**config.mk**
```make
export PLATFORM = sky130hd
export DESIGN_NAME = entity_motion_delta_encoder
export DESIGN_NICKNAME = d
export VERILOG_FILES = /design/src/hdl/med_pkg.sv /design/src/hdl/med_rec_queue.sv /design/src/hdl/entity_motion_delta_encoder.sv
export VERILOG_INCLUDE_DIRS = /design/src /design/src/hdl
export SDC_FILE = /design/constraint.sdc
export NUM_CORES = 2
export LEC_CHECK = 0
export BUFFER_PORTS_ARGS = -buffer_cell sky130_fd_sc_hd__buf_2
export CAP_MARGIN = 20
export CELL_PAD_IN_SITES_DETAIL_PLACEMENT = 0
export CELL_PAD_IN_SITES_GLOBAL_PLACEMENT = 1
export CORE_MARGIN = 3
export CORE_UTILIZATION = 26
export CTS_BUF_LIST = sky130_fd_sc_hd__clkbuf_8
export CTS_CLUSTER_SIZE = 20
export DETAILED_ROUTE_END_ITERATION = 10
export GPL_TIMING_DRIVEN = 0
export HOLD_SLACK_MARGIN = 0.12
export PLACE_DENSITY_LB_ADDON = 0.1
export SETUP_SLACK_MARGIN = 0.02
export SYNTH_ARGS = -nofsm -noshare
export SYNTH_HDL_FRONTEND = slang
export SYNTH_SLANG_ARGS = --single-unit
```
**constraint.sdc**
```tcl
create_clock -name aclk -period 27 [get_ports aclk]
set_input_delay 5.4 -clock aclk [delete_from_list [all_inputs] [get_ports aclk]]
set_output_delay 5.4 -clock aclk [all_outputs]
set_load 0.01 [all_outputs]
```
**src/hdl/assert_macros.svh**
```systemverilog
// ---------------------------------------------------------------------------
// Assertion macros
// Shared concurrent assertion forms, clocked on aclk, quiet during reset.
// ---------------------------------------------------------------------------
`ifndef ASSERT_MACROS_SVH
`define ASSERT_MACROS_SVH

// Property must hold at every clock edge outside reset.
`define MED_ASSERT_CLK(lbl, prop, msg) \
    lbl: assert property (@(posedge aclk) disable iff (!aresetn) (prop)) else $error(msg);

// When pre holds, post must hold at the next clock edge.
`define MED_ASSERT_NEXT(lbl, pre, post, msg) \
    lbl: assert property (@(posedge aclk) disable iff (!aresetn) (pre) |=> (post)) else $error(msg);

`endif

```
**src/hdl/med_pkg.sv**
```systemverilog
// ---------------------------------------------------------------------------
// Motion delta encoder package
// Record types, kind codes, register indexes and reset values.
// ---------------------------------------------------------------------------
package med_pkg;

    localparam int unsigned IN_DATA_W  = 160;
    localparam int unsigned IN_USER_W  = 1;
    localparam int unsigned OUT_DATA_W = 144;
    localparam int unsigned OUT_USER_W = 4;
    localparam int unsigned CFG_IDX_W  = 3;
    localparam int unsigned CFG_DATA_W = 32;

    // Record kinds
    localparam logic [2:0] KIND_VEL     = 3'd0;
    localparam logic [2:0] KIND_TP      = 3'd1;
    localparam logic [2:0] KIND_MOVEROT = 3'd2;
    localparam logic [2:0] KIND_MOVE    = 3'd3;
    localparam logic [2:0] KIND_ROT     = 3'd4;

    // Register indexes
    localparam logic [2:0] REG_UPDATE_PERIOD    = 3'd0;
    localparam logic [2:0] REG_KEYFRAME_PERIOD  = 3'd1;
    localparam logic [2:0] REG_VELOCITY_ENABLE  = 3'd2;
    localparam logic [2:0] REG_MOTION_THRESHOLD = 3'd3;
    localparam logic [2:0] REG_ENTITY_NUMBER    = 3'd4;

    // Register reset values
    localparam logic [7:0]  RST_UPDATE_PERIOD   = 8'd3;
    localparam logic [15:0] RST_KEYFRAME_PERIOD = 16'd400;
    localparam logic        RST_VELOCITY_ENABLE = 1'b1;
    localparam logic [29:0] RST_THRESHOLD_SQ    = 30'd25600;   // 160 squared
    localparam logic [30:0] RST_ENTITY_NUMBER   = 31'd0;

    typedef struct packed {
        logic [2:0]  kind;
        logic [31:0] val_x;
        logic [31:0] val_y;
        logic [31:0] val_z;
        logic [7:0]  yaw;
        logic [7:0]  pitch;
        logic        to_self;
    } med_rec_t;

    // Records of one tick, compacted from slot 0 up
    typedef struct packed {
        logic               valid;
        logic [1:0]         count;
        med_rec_t [2:0]     recs;
    } med_load_t;

endpackage

```
**src/hdl/med_rec_queue.sv**
```systemverilog
// ---------------------------------------------------------------------------
// Record queue
// Holds a tick's up to three records; sends one a cycle while m_ready is high.
// ---------------------------------------------------------------------------
`include "assert_macros.svh"

module med_rec_queue (
    input  logic               aclk,
    input  logic               aresetn,
    input  med_pkg::med_load_t load,
    output logic               free,
    output logic               m_valid,
    input  logic               m_ready,
    output med_pkg::med_rec_t  m_rec,
    output logic               m_last
);
    import med_pkg::*;

    med_rec_t   rec_reg [3];
    logic [1:0] rd_reg, rd_next;
    logic [1:0] cnt_reg, cnt_next;
    logic       take;

    assign m_valid = (cnt_reg != 2'd0);
    assign m_last  = (cnt_reg == 2'd1);
    assign take    = m_valid && m_ready;
    assign free    = (cnt_reg == 2'd0) || ((cnt_reg == 2'd1) && m_ready);

    always_comb begin
        case (rd_reg)
            2'd0:    m_rec = rec_reg[0];
            2'd1:    m_rec = rec_reg[1];
            2'd2:    m_rec = rec_reg[2];
            default: m_rec = '0;
        endcase
    end

    always_comb begin
        rd_next  = rd_reg;
        cnt_next = cnt_reg;
        if (load.valid) begin
            rd_next  = 2'd0;
            cnt_next = load.count;
        end else if (take) begin
            rd_next  = rd_reg + 2'd1;
            cnt_next = cnt_reg - 2'd1;
        end
    end

    always_ff @(posedge aclk) begin
        if (!aresetn) begin
            rd_reg  <= 2'd0;
            cnt_reg <= 2'd0;
        end else begin
            rd_reg  <= rd_next;
            cnt_reg <= cnt_next;
        end
    end

    always_ff @(posedge aclk) begin
        if (load.valid) begin
            for (int i = 0; i < 3; i++) begin
                rec_reg[i] <= load.recs[i];
            end
        end
    end

    `MED_ASSERT_CLK(a_head_in_range, ({1'b0, rd_reg} + {1'b0, cnt_reg}) <= 3'd3, "queue head past end")
    `MED_ASSERT_CLK(a_load_only_free, !load.valid || free, "queue loaded while busy")
    `MED_ASSERT_NEXT(a_empty_load, load.valid && (load.count == 2'd0), !m_valid, "empty load shows a beat")

endmodule

```
**src/hdl/entity_motion_delta_encoder.sv**
```systemverilog
// ---------------------------------------------------------------------------
// Entity motion delta encoder
// A tick's records pass the input register, then the record queue, to m_.
// Throughput: one tick per cycle while the queue is free; one beat per record.
// The single record output port sets the rate: up to three beats per tick.
// Reset (aresetn low, synchronous): registers to defaults, state and queue cleared.
// ---------------------------------------------------------------------------
`include "assert_macros.svh"

module entity_motion_delta_encoder (
    input  logic                              aclk,
    input  logic                              aresetn,
    // input ticks
    input  logic                              s_tvalid,
    output logic                              s_tready,
    // vel_x, vel_y, vel_z, pos_x, pos_y, pos_z, yaw_q, pitch_q
    input  logic [med_pkg::IN_DATA_W-1:0]     s_tdata,
    // force_velocity
    input  logic [med_pkg::IN_USER_W-1:0]     s_tuser,
    // records
    output logic                              m_tvalid,
    input  logic                              m_tready,
    // val_x, val_y, val_z, yaw_out, pitch_out, ident, zero pad bit
    output logic [med_pkg::OUT_DATA_W-1:0]    m_tdata,
    // kind, to_self
    output logic [med_pkg::OUT_USER_W-1:0]    m_tuser,
    output logic                              m_tlast,
    // register writes
    input  logic                              cfg_valid,
    output logic                              cfg_ready,
    input  logic [med_pkg::CFG_IDX_W-1:0]     cfg_index,
    input  logic [med_pkg::CFG_DATA_W-1:0]    cfg_data
);
    import med_pkg::*;

    // Configuration registers; the threshold is kept squared, computed on write
    logic [7:0]  upd_period_reg;
    logic [15:0] kf_period_reg;
    logic        vel_en_reg;
    logic [29:0] th_sq_reg;
    logic [30:0] ent_reg;
    logic [29:0] th_sq_next;

    // Encoder state
    logic signed [15:0] sent_vel_reg [3];
    logic signed [31:0] sent_pos_reg [3];
    logic [7:0]         sent_yaw_reg, sent_pitch_reg;
    logic [7:0]         tick_reg, tick_next;
    logic [15:0]        kf_reg, kf_next;

    // Input register
    logic                 in_valid_reg;
    logic [IN_DATA_W-1:0] in_data_reg;
    logic                 in_force_reg;

    logic signed [15:0] vel [3];
    logic signed [31:0] pos [3];
    logic [7:0]         yaw, pitch;

    logic               advance, q_free;
    med_load_t          load;
    med_rec_t           q_rec;

    // Tick decision
    logic [7:0]         tick_inc;
    logic [15:0]        kf_inc;
    logic               kf_due, check;
    logic signed [15:0] vel_base [3];
    logic signed [16:0] dv [3];
    logic signed [33:0] sq [3];
    logic [34:0]        sq_sum;
    logic               vel_change, stopped, vel_rec;
    logic signed [32:0] d [3];
    logic               far, tp, moved, turned, pos_rec;
    med_rec_t           rec_force, rec_vel, rec_pos;

    assign cfg_ready = 1'b1;
    assign s_tready  = !in_valid_reg || advance;
    assign advance   = in_valid_reg && q_free;

    // Unpack the held beat
    always_comb begin
        for (int i = 0; i < 3; i++) begin
            vel[i] = in_data_reg[16*i +: 16];
            pos[i] = in_data_reg[48 + 32*i +: 32];
        end
        yaw   = in_data_reg[151:144];
        pitch = in_data_reg[159:152];
    end

    // Counters advance first, both saturating
    assign tick_inc = (tick_reg == 8'hFF) ? tick_reg : tick_reg + 8'd1;
    assign kf_inc   = (kf_reg == 16'hFFFF) ? kf_reg : kf_reg + 16'd1;
    assign kf_due   = (kf_inc >= kf_period_reg);
    assign check    = (tick_inc >= upd_period_reg) || kf_due;

    // Velocity check: squared change against squared threshold. A forced
    // record this tick has already moved the baseline to the new velocity.
    always_comb begin
        vel_change = 1'b0;
        stopped    = 1'b1;
        for (int i = 0; i < 3; i++) begin
            vel_base[i] = in_force_reg ? vel[i] : sent_vel_reg[i];
            dv[i]       = 17'(vel[i]) - 17'(vel_base[i]);
            sq[i]       = 34'(dv[i]) * 34'(dv[i]);
            if (dv[i] != 17'sd0) vel_change = 1'b1;
            if (vel[i] != 16'sd0) stopped = 1'b0;
        end
        sq_sum  = {2'b00, sq[0][32:0]} + {2'b00, sq[1][32:0]} + {2'b00, sq[2][32:0]};
        vel_rec = check && vel_en_reg
                  && ((sq_sum > {5'd0, th_sq_reg}) || (vel_change && stopped));
    end

    // Position check: wide deltas, teleport when any leaves -128..127 or a keyframe is due
    always_comb begin
        far   = 1'b0;
        moved = 1'b0;
        for (int i = 0; i < 3; i++) begin
            d[i] = 33'(pos[i]) - 33'(sent_pos_reg[i]);
            if (!((d[i][32:7] == '0) || (d[i][32:7] == '1))) far = 1'b1;
            if (d[i] != 33'sd0) moved = 1'b1;
        end
        turned  = (yaw != sent_yaw_reg) || (pitch != sent_pitch_reg);
        tp      = check && (far || kf_due);
        pos_rec = check && (tp || moved || turned);
    end

    // Build candidate records
    always_comb begin
        rec_force.kind    = KIND_VEL;
        rec_force.val_x   = 32'(vel[0]);
        rec_force.val_y   = 32'(vel[1]);
        rec_force.val_z   = 32'(vel[2]);
        rec_force.yaw     = 8'd0;
        rec_force.pitch   = 8'd0;
        rec_force.to_self = 1'b1;

        rec_vel         = rec_force;
        rec_vel.to_self = 1'b0;

        rec_pos.to_self = 1'b0;
        if (tp) begin
            rec_pos.kind  = KIND_TP;
            rec_pos.val_x = pos[0];
            rec_pos.val_y = pos[1];
            rec_pos.val_z = pos[2];
            rec_pos.yaw   = yaw;
            rec_pos.pitch = pitch;
        end else if (moved) begin
            rec_pos.kind  = turned ? KIND_MOVEROT : KIND_MOVE;
            rec_pos.val_x = d[0][31:0];
            rec_pos.val_y = d[1][31:0];
            rec_pos.val_z = d[2][31:0];
            rec_pos.yaw   = turned ? yaw : 8'd0;
            rec_pos.pitch = turned ? pitch : 8'd0;
        end else begin
            rec_pos.kind  = KIND_ROT;
            rec_pos.val_x = 32'd0;
            rec_pos.val_y = 32'd0;
            rec_pos.val_z = 32'd0;
            rec_pos.yaw   = yaw;
            rec_pos.pitch = pitch;
        end
    end

    // Compact present records into slots from 0 up
    always_comb begin
        load.valid   = advance;
        load.count   = {1'b0, in_force_reg} + {1'b0, vel_rec} + {1'b0, pos_rec};
        load.recs[2] = rec_pos;
        load.recs[1] = in_force_reg ? (vel_rec ? rec_vel : rec_pos) : rec_pos;
        load.recs[0] = in_force_reg ? rec_force : (vel_rec ? rec_vel : rec_pos);
    end

    // Next counter values: a check clears the tick count, a teleport the keyframe count
    assign tick_next  = check ? 8'd0 : tick_inc;
    assign kf_next    = tp ? 16'd0 : kf_inc;
    assign th_sq_next = 30'(cfg_data[14:0]) * 30'(cfg_data[14:0]);

    // Control and state registers
    always_ff @(posedge aclk) begin
        if (!aresetn) begin
            in_valid_reg   <= 1'b0;
            upd_period_reg <= RST_UPDATE_PERIOD;
            kf_period_reg  <= RST_KEYFRAME_PERIOD;
            vel_en_reg     <= RST_VELOCITY_ENABLE;
            th_sq_reg      <= RST_THRESHOLD_SQ;
            ent_reg        <= RST_ENTITY_NUMBER;
            for (int i = 0; i < 3; i++) begin
                sent_vel_reg[i] <= 16'sd0;
                sent_pos_reg[i] <= 32'sd0;
            end
            sent_yaw_reg   <= 8'd0;
            sent_pitch_reg <= 8'd0;
            tick_reg       <= 8'd0;
            kf_reg         <= 16'd0;
        end else begin
            if (s_tready) begin
                in_valid_reg <= s_tvalid;
            end

            if (cfg_valid && cfg_ready) begin
                case (cfg_index)
                    REG_UPDATE_PERIOD:    upd_period_reg <= cfg_data[7:0];
                    REG_KEYFRAME_PERIOD:  kf_period_reg  <= cfg_data[15:0];
                    REG_VELOCITY_ENABLE:  vel_en_reg     <= cfg_data[0];
                    REG_MOTION_THRESHOLD: th_sq_reg      <= th_sq_next;
                    REG_ENTITY_NUMBER:    ent_reg        <= cfg_data[30:0];
                    default: ;
                endcase
            end

            if (advance) begin
                tick_reg <= tick_next;
                kf_reg   <= kf_next;
                // Either velocity record moves the baseline to the new velocity
                if (in_force_reg || vel_rec) begin
                    for (int i = 0; i < 3; i++) begin
                        sent_vel_reg[i] <= vel[i];
                    end
                end
                if (tp || (check && moved)) begin
                    for (int i = 0; i < 3; i++) begin
                        sent_pos_reg[i] <= pos[i];
                    end
                end
                if (tp || (check && turned)) begin
                    sent_yaw_reg   <= yaw;
                    sent_pitch_reg <= pitch;
                end
            end
        end
    end

    // Hold the payload of an accepted beat
    always_ff @(posedge aclk) begin
        if (s_tready && s_tvalid) begin
            in_data_reg  <= s_tdata;
            in_force_reg <= s_tuser[0];
        end
    end

    med_rec_queue u_queue (
        .aclk    (aclk),
        .aresetn (aresetn),
        .load    (load),
        .free    (q_free),
        .m_valid (m_tvalid),
        .m_ready (m_tready),
        .m_rec   (q_rec),
        .m_last  (m_tlast)
    );

    // Pack the outgoing beat; ident comes straight from its register
    assign m_tdata = {1'b0, ent_reg, q_rec.pitch, q_rec.yaw,
                      q_rec.val_z, q_rec.val_y, q_rec.val_x};
    assign m_tuser = {q_rec.to_self, q_rec.kind};

    `MED_ASSERT_NEXT(a_hold_tick, in_valid_reg && !advance, in_valid_reg, "held tick dropped")
    `MED_ASSERT_NEXT(a_check_clears, advance && check, tick_reg == 8'd0, "check left tick count")
    `MED_ASSERT_NEXT(a_tp_clears_kf, advance && tp, kf_reg == 16'd0, "teleport left keyframe count")

endmodule

```
==> impl_metrics.sql <==
INSERT INTO impl_metrics (metric_group, metric, value, unit) VALUES
('floorplanning', 'rows', '201', ''),
('critical_path', 'crit_path_frequent_cell', 'sky130_fd_sc_hd__fa_1', ''),
('logic_synthesis', 'synth_area', '79000', 'um2'),
('finish', 'seqCellArea', '22200', 'um2'),
('cts', 'cts_num_sinks', '781', ''),
('sta', 'clock.fmax', '49.1', 'MHz'),
('global_routing', 'grt.overflow.total', '0', ''),
('global_routing', 'first_global_vias', '62900', ''),
('floorplanning', 'floorplan.die.height', '557', 'um'),
('finish', 'final_layout_size_suffix_gt1_share', '9.63', '%'),
('global_routing', 'grt_pass1_wl', '420000', 'um'),
('finish', 'final_cell_mix', '1705 x sky130_fd_sc_hd__inv_1, 969 x sky130_fd_sc_hd__fa_1, 704 x sky130_fd_sc_hd__nor2_1, 651 x sky130_fd_sc_hd__edfxtp_1, 613 x sky130_fd_sc_hd__nand2_1', ''),
('cts', 'holdBufCountCts', '0', ''),
('sta', 'worst_clock_skew', '79.9', 'ps'),
('finish', 'multiInputGateArea', '49500', 'um2'),
('logic_synthesis', 'synthTopCellsByArea', 'sky130_fd_sc_hd__edfxtp_1 25%, sky130_fd_sc_hd__fa_1 25%, sky130_fd_sc_hd__ha_1 8.9%, sky130_fd_sc_hd__inv_1 7.9%, sky130_fd_sc_hd__nor2_1 3.4%', ''),
('status', 'run_status', 'finished, final reports clean', ''),
('sta', 'report.final.setup_viol', '0', ''),
('finish', 'commonest_non_fill_non_tap_cell_in_the_layout', 'sky130_fd_sc_hd__inv_1', ''),
('logic_synthesis', 'complex_gate_fraction_of_the_synthesized_area', '10.9', '%'),
('route', 'routedWlPerCell', '22.5', 'um'),
('global_routing', 'number_of_antenna_violations_at_the_first_check_in_global_routing', '14', ''),
('route', 'postRouteAntennaNets', '0', ''),
('logic_synthesis', 'syn_avg_cell_area', '9.80', 'um2'),
('floorplanning', 'core_area', '301000', 'um2'),
('finish', 'post_layout_net_count', '10300', ''),
('logic_synthesis', 'yosysUniqueCellTypes', '94', ''),
('global_routing', 'grt_max_degree', '68', ''),
('critical_path', 'maximum_fanout_count_along_the_critical_path', '27', ''),
('logic_synthesis', 'synth_fa_ha_area_share', '33.5', '%'),
('critical_path', 'worst_setup_path_end_kind', 'register', ''),
('logic_synthesis', 'ys_ff_latch', '781', ''),
('sta', 'timing.setup.tns', '0', 'ps'),
('cts', 'insertion_delay', '950', 'ps'),
('route', 'post-route-drc-count', '0', ''),
('critical_path', 'category_of_the_most_critical_setup_path', 'register to register', ''),
('global_routing', 'track_usage', '18.3', '%'),
('logic_synthesis', 'async_reset_ff_share', '0', '%'),
('place', 'io_buffers', '347', ''),
('logic_synthesis', 'synthesis.instances', '8056', ''),
('hold_path', 'timing.hold.worst_path_depth', '2', ''),
('critical_path', 'worstSetupStartpointType', 'register', ''),
('route', 'vias', '59000', ''),
('route', 'drt-vias-per-instance', '4.66', ''),
('route', 'drt_pass1_iterations', '6', ''),
('critical_path', 'crit_path_top_delay_cell', 'sky130_fd_sc_hd__buf_1', ''),
('hold_path', 'hold_path.class', 'register to register', ''),
('finish', 'synthToLayoutAreaGrowth', '13.1', '%'),
('floorplanning', 'die_w', '557', 'um'),
('logic_synthesis', 'seq_area_frac_synth', '28.0', '%'),
('sta', 'report.final.hold_viol_count', '0', ''),
('cts', 'h-tree-depth', '4', ''),
('sta', 'fin_max_slew_vios', '0', ''),
('sta', 'grt_setup_unrepaired', 'false', ''),
('route', 'drt_wl_total', '285000', 'um'),
('place', 'place_congestion', '0.834', ''),
('sta', 'worst_slew_margin_rel', '18.4', '%'),
('route', 'count_of_routing_violations_after_the_opening_detailed_route_iteration', '3924', ''),
('logic_synthesis', 'synth_top_family_by_area', 'adder cells', ''),
('cts', 'cts_tree', 'done', ''),
('cts', 'clock_transition_at_the_register_clock_pins_on_the_worst_setup_and_hold_paths_after_cts', '50', 'ps'),
('floorplanning', 'start_util', '26.2', '%'),
('cts', 'numCtsBuffers', '161', ''),
('logic_synthesis', 'synth_enable_flop_cells', '651', ''),
('logic_synthesis', 'ys_warn_count', '0', ''),
('logic_synthesis', 'synthFlopType', 'sky130_fd_sc_hd__edfxtp_1', ''),
('logic_synthesis', 'yosys.area_share.xor_xnor', '3.24', '%'),
('flow_run', 'cap_viol_max_count', '0', ''),
('logic_synthesis', 'synth_nets', '9789', ''),
('cts', 'clk_path_buf_depth', '4', ''),
('critical_path', 'worst-r2r-cell-count', '56', '');
[metrics by stage]
step / instance area (um2) / util, % / cells / worst slack [ps]
3_3_place_gp: 85700 / 28.5 / 12400 / 415
2_1_floorplan: 79000 / - / 8056 / 10160
3_5_place_dp: 86400 / 28.7 / 12400 / 6380
4_1_cts: 89300 / 29.6 / 12700 / 6270
5_1_grt: 89300 / 29.7 / 12700 / 5620
6_report: 89300 / 29.7 / 12700 / 6630
[worst paths after layout]
kind,startpoint,endpoint,slack [ps]
worst min-delay path,th_sq_reg[17],th_sq_reg[17],450
worst min register to register,th_sq_reg[17],th_sq_reg[17],450
worst max-delay path,in_force_reg,sent_vel_reg[0][39],6630
worst max register to register,in_force_reg,sent_vel_reg[0][39],6630
[cells by family after synthesis]
group	after synthesis
xor+xnor	292
mux	202
flops	781
simple gates	2058
buf+inv	1969
fa+ha+maj	1532
compound gates	1220
other cells	2
[routing by layer]
layer | track usage [%] | wire [um] | vias up
met5 | 0 | 7 | -
met4 | 4.25 | 6760 | 2
met3 | 1.68 | 10100 | 269
met2 | 33.0 | 146000 | 1214
met1 | 23.4 | 123000 | 29900
li1 | - | - | 27600
[final cells by class]
cell class / instances / share of cell area, %
Sequential cell: 781 / 24.8
Inverter: 1675 / 7.04
Antenna cell: 8 / 0.0224
Timing Repair Buffer: 390 / 2.66
Clock buffer: 165 / 2.54
Multi-Input combinational cell: 5306 / 55.4
Tap cell: 3958 / 5.55
Clock inverter: 101 / 0.625
Buffer: 294 / 1.34
[cell usage after synthesis (all sizes together) (91+ instances only)]
library cell and n:
a21o 98, a21oi 382, a222oi 115, and2 167
clkbuf 236, dfxtp 130, edfxtp 651, fa 969
ha 563, inv 1666, mux2 93, mux2i 109
nand2 613, nand3 91, nor2 705, o21ai 150
xnor2 202
[worst max-delay path, delay by kind of cell, from the launching register on]
family,cells,cell delay [ps]
AOI/OAI and AO/OA,13,4540
muxes,1,320
DFF,1,660
buffers and inverters,14,5030
and+or+nand+nor,17,4750
adders and majority gates,11,4620
Power is left out: the tool's default activity adds up to more than one toggle a clock period on the data nets, which glitch-free logic cannot reach.
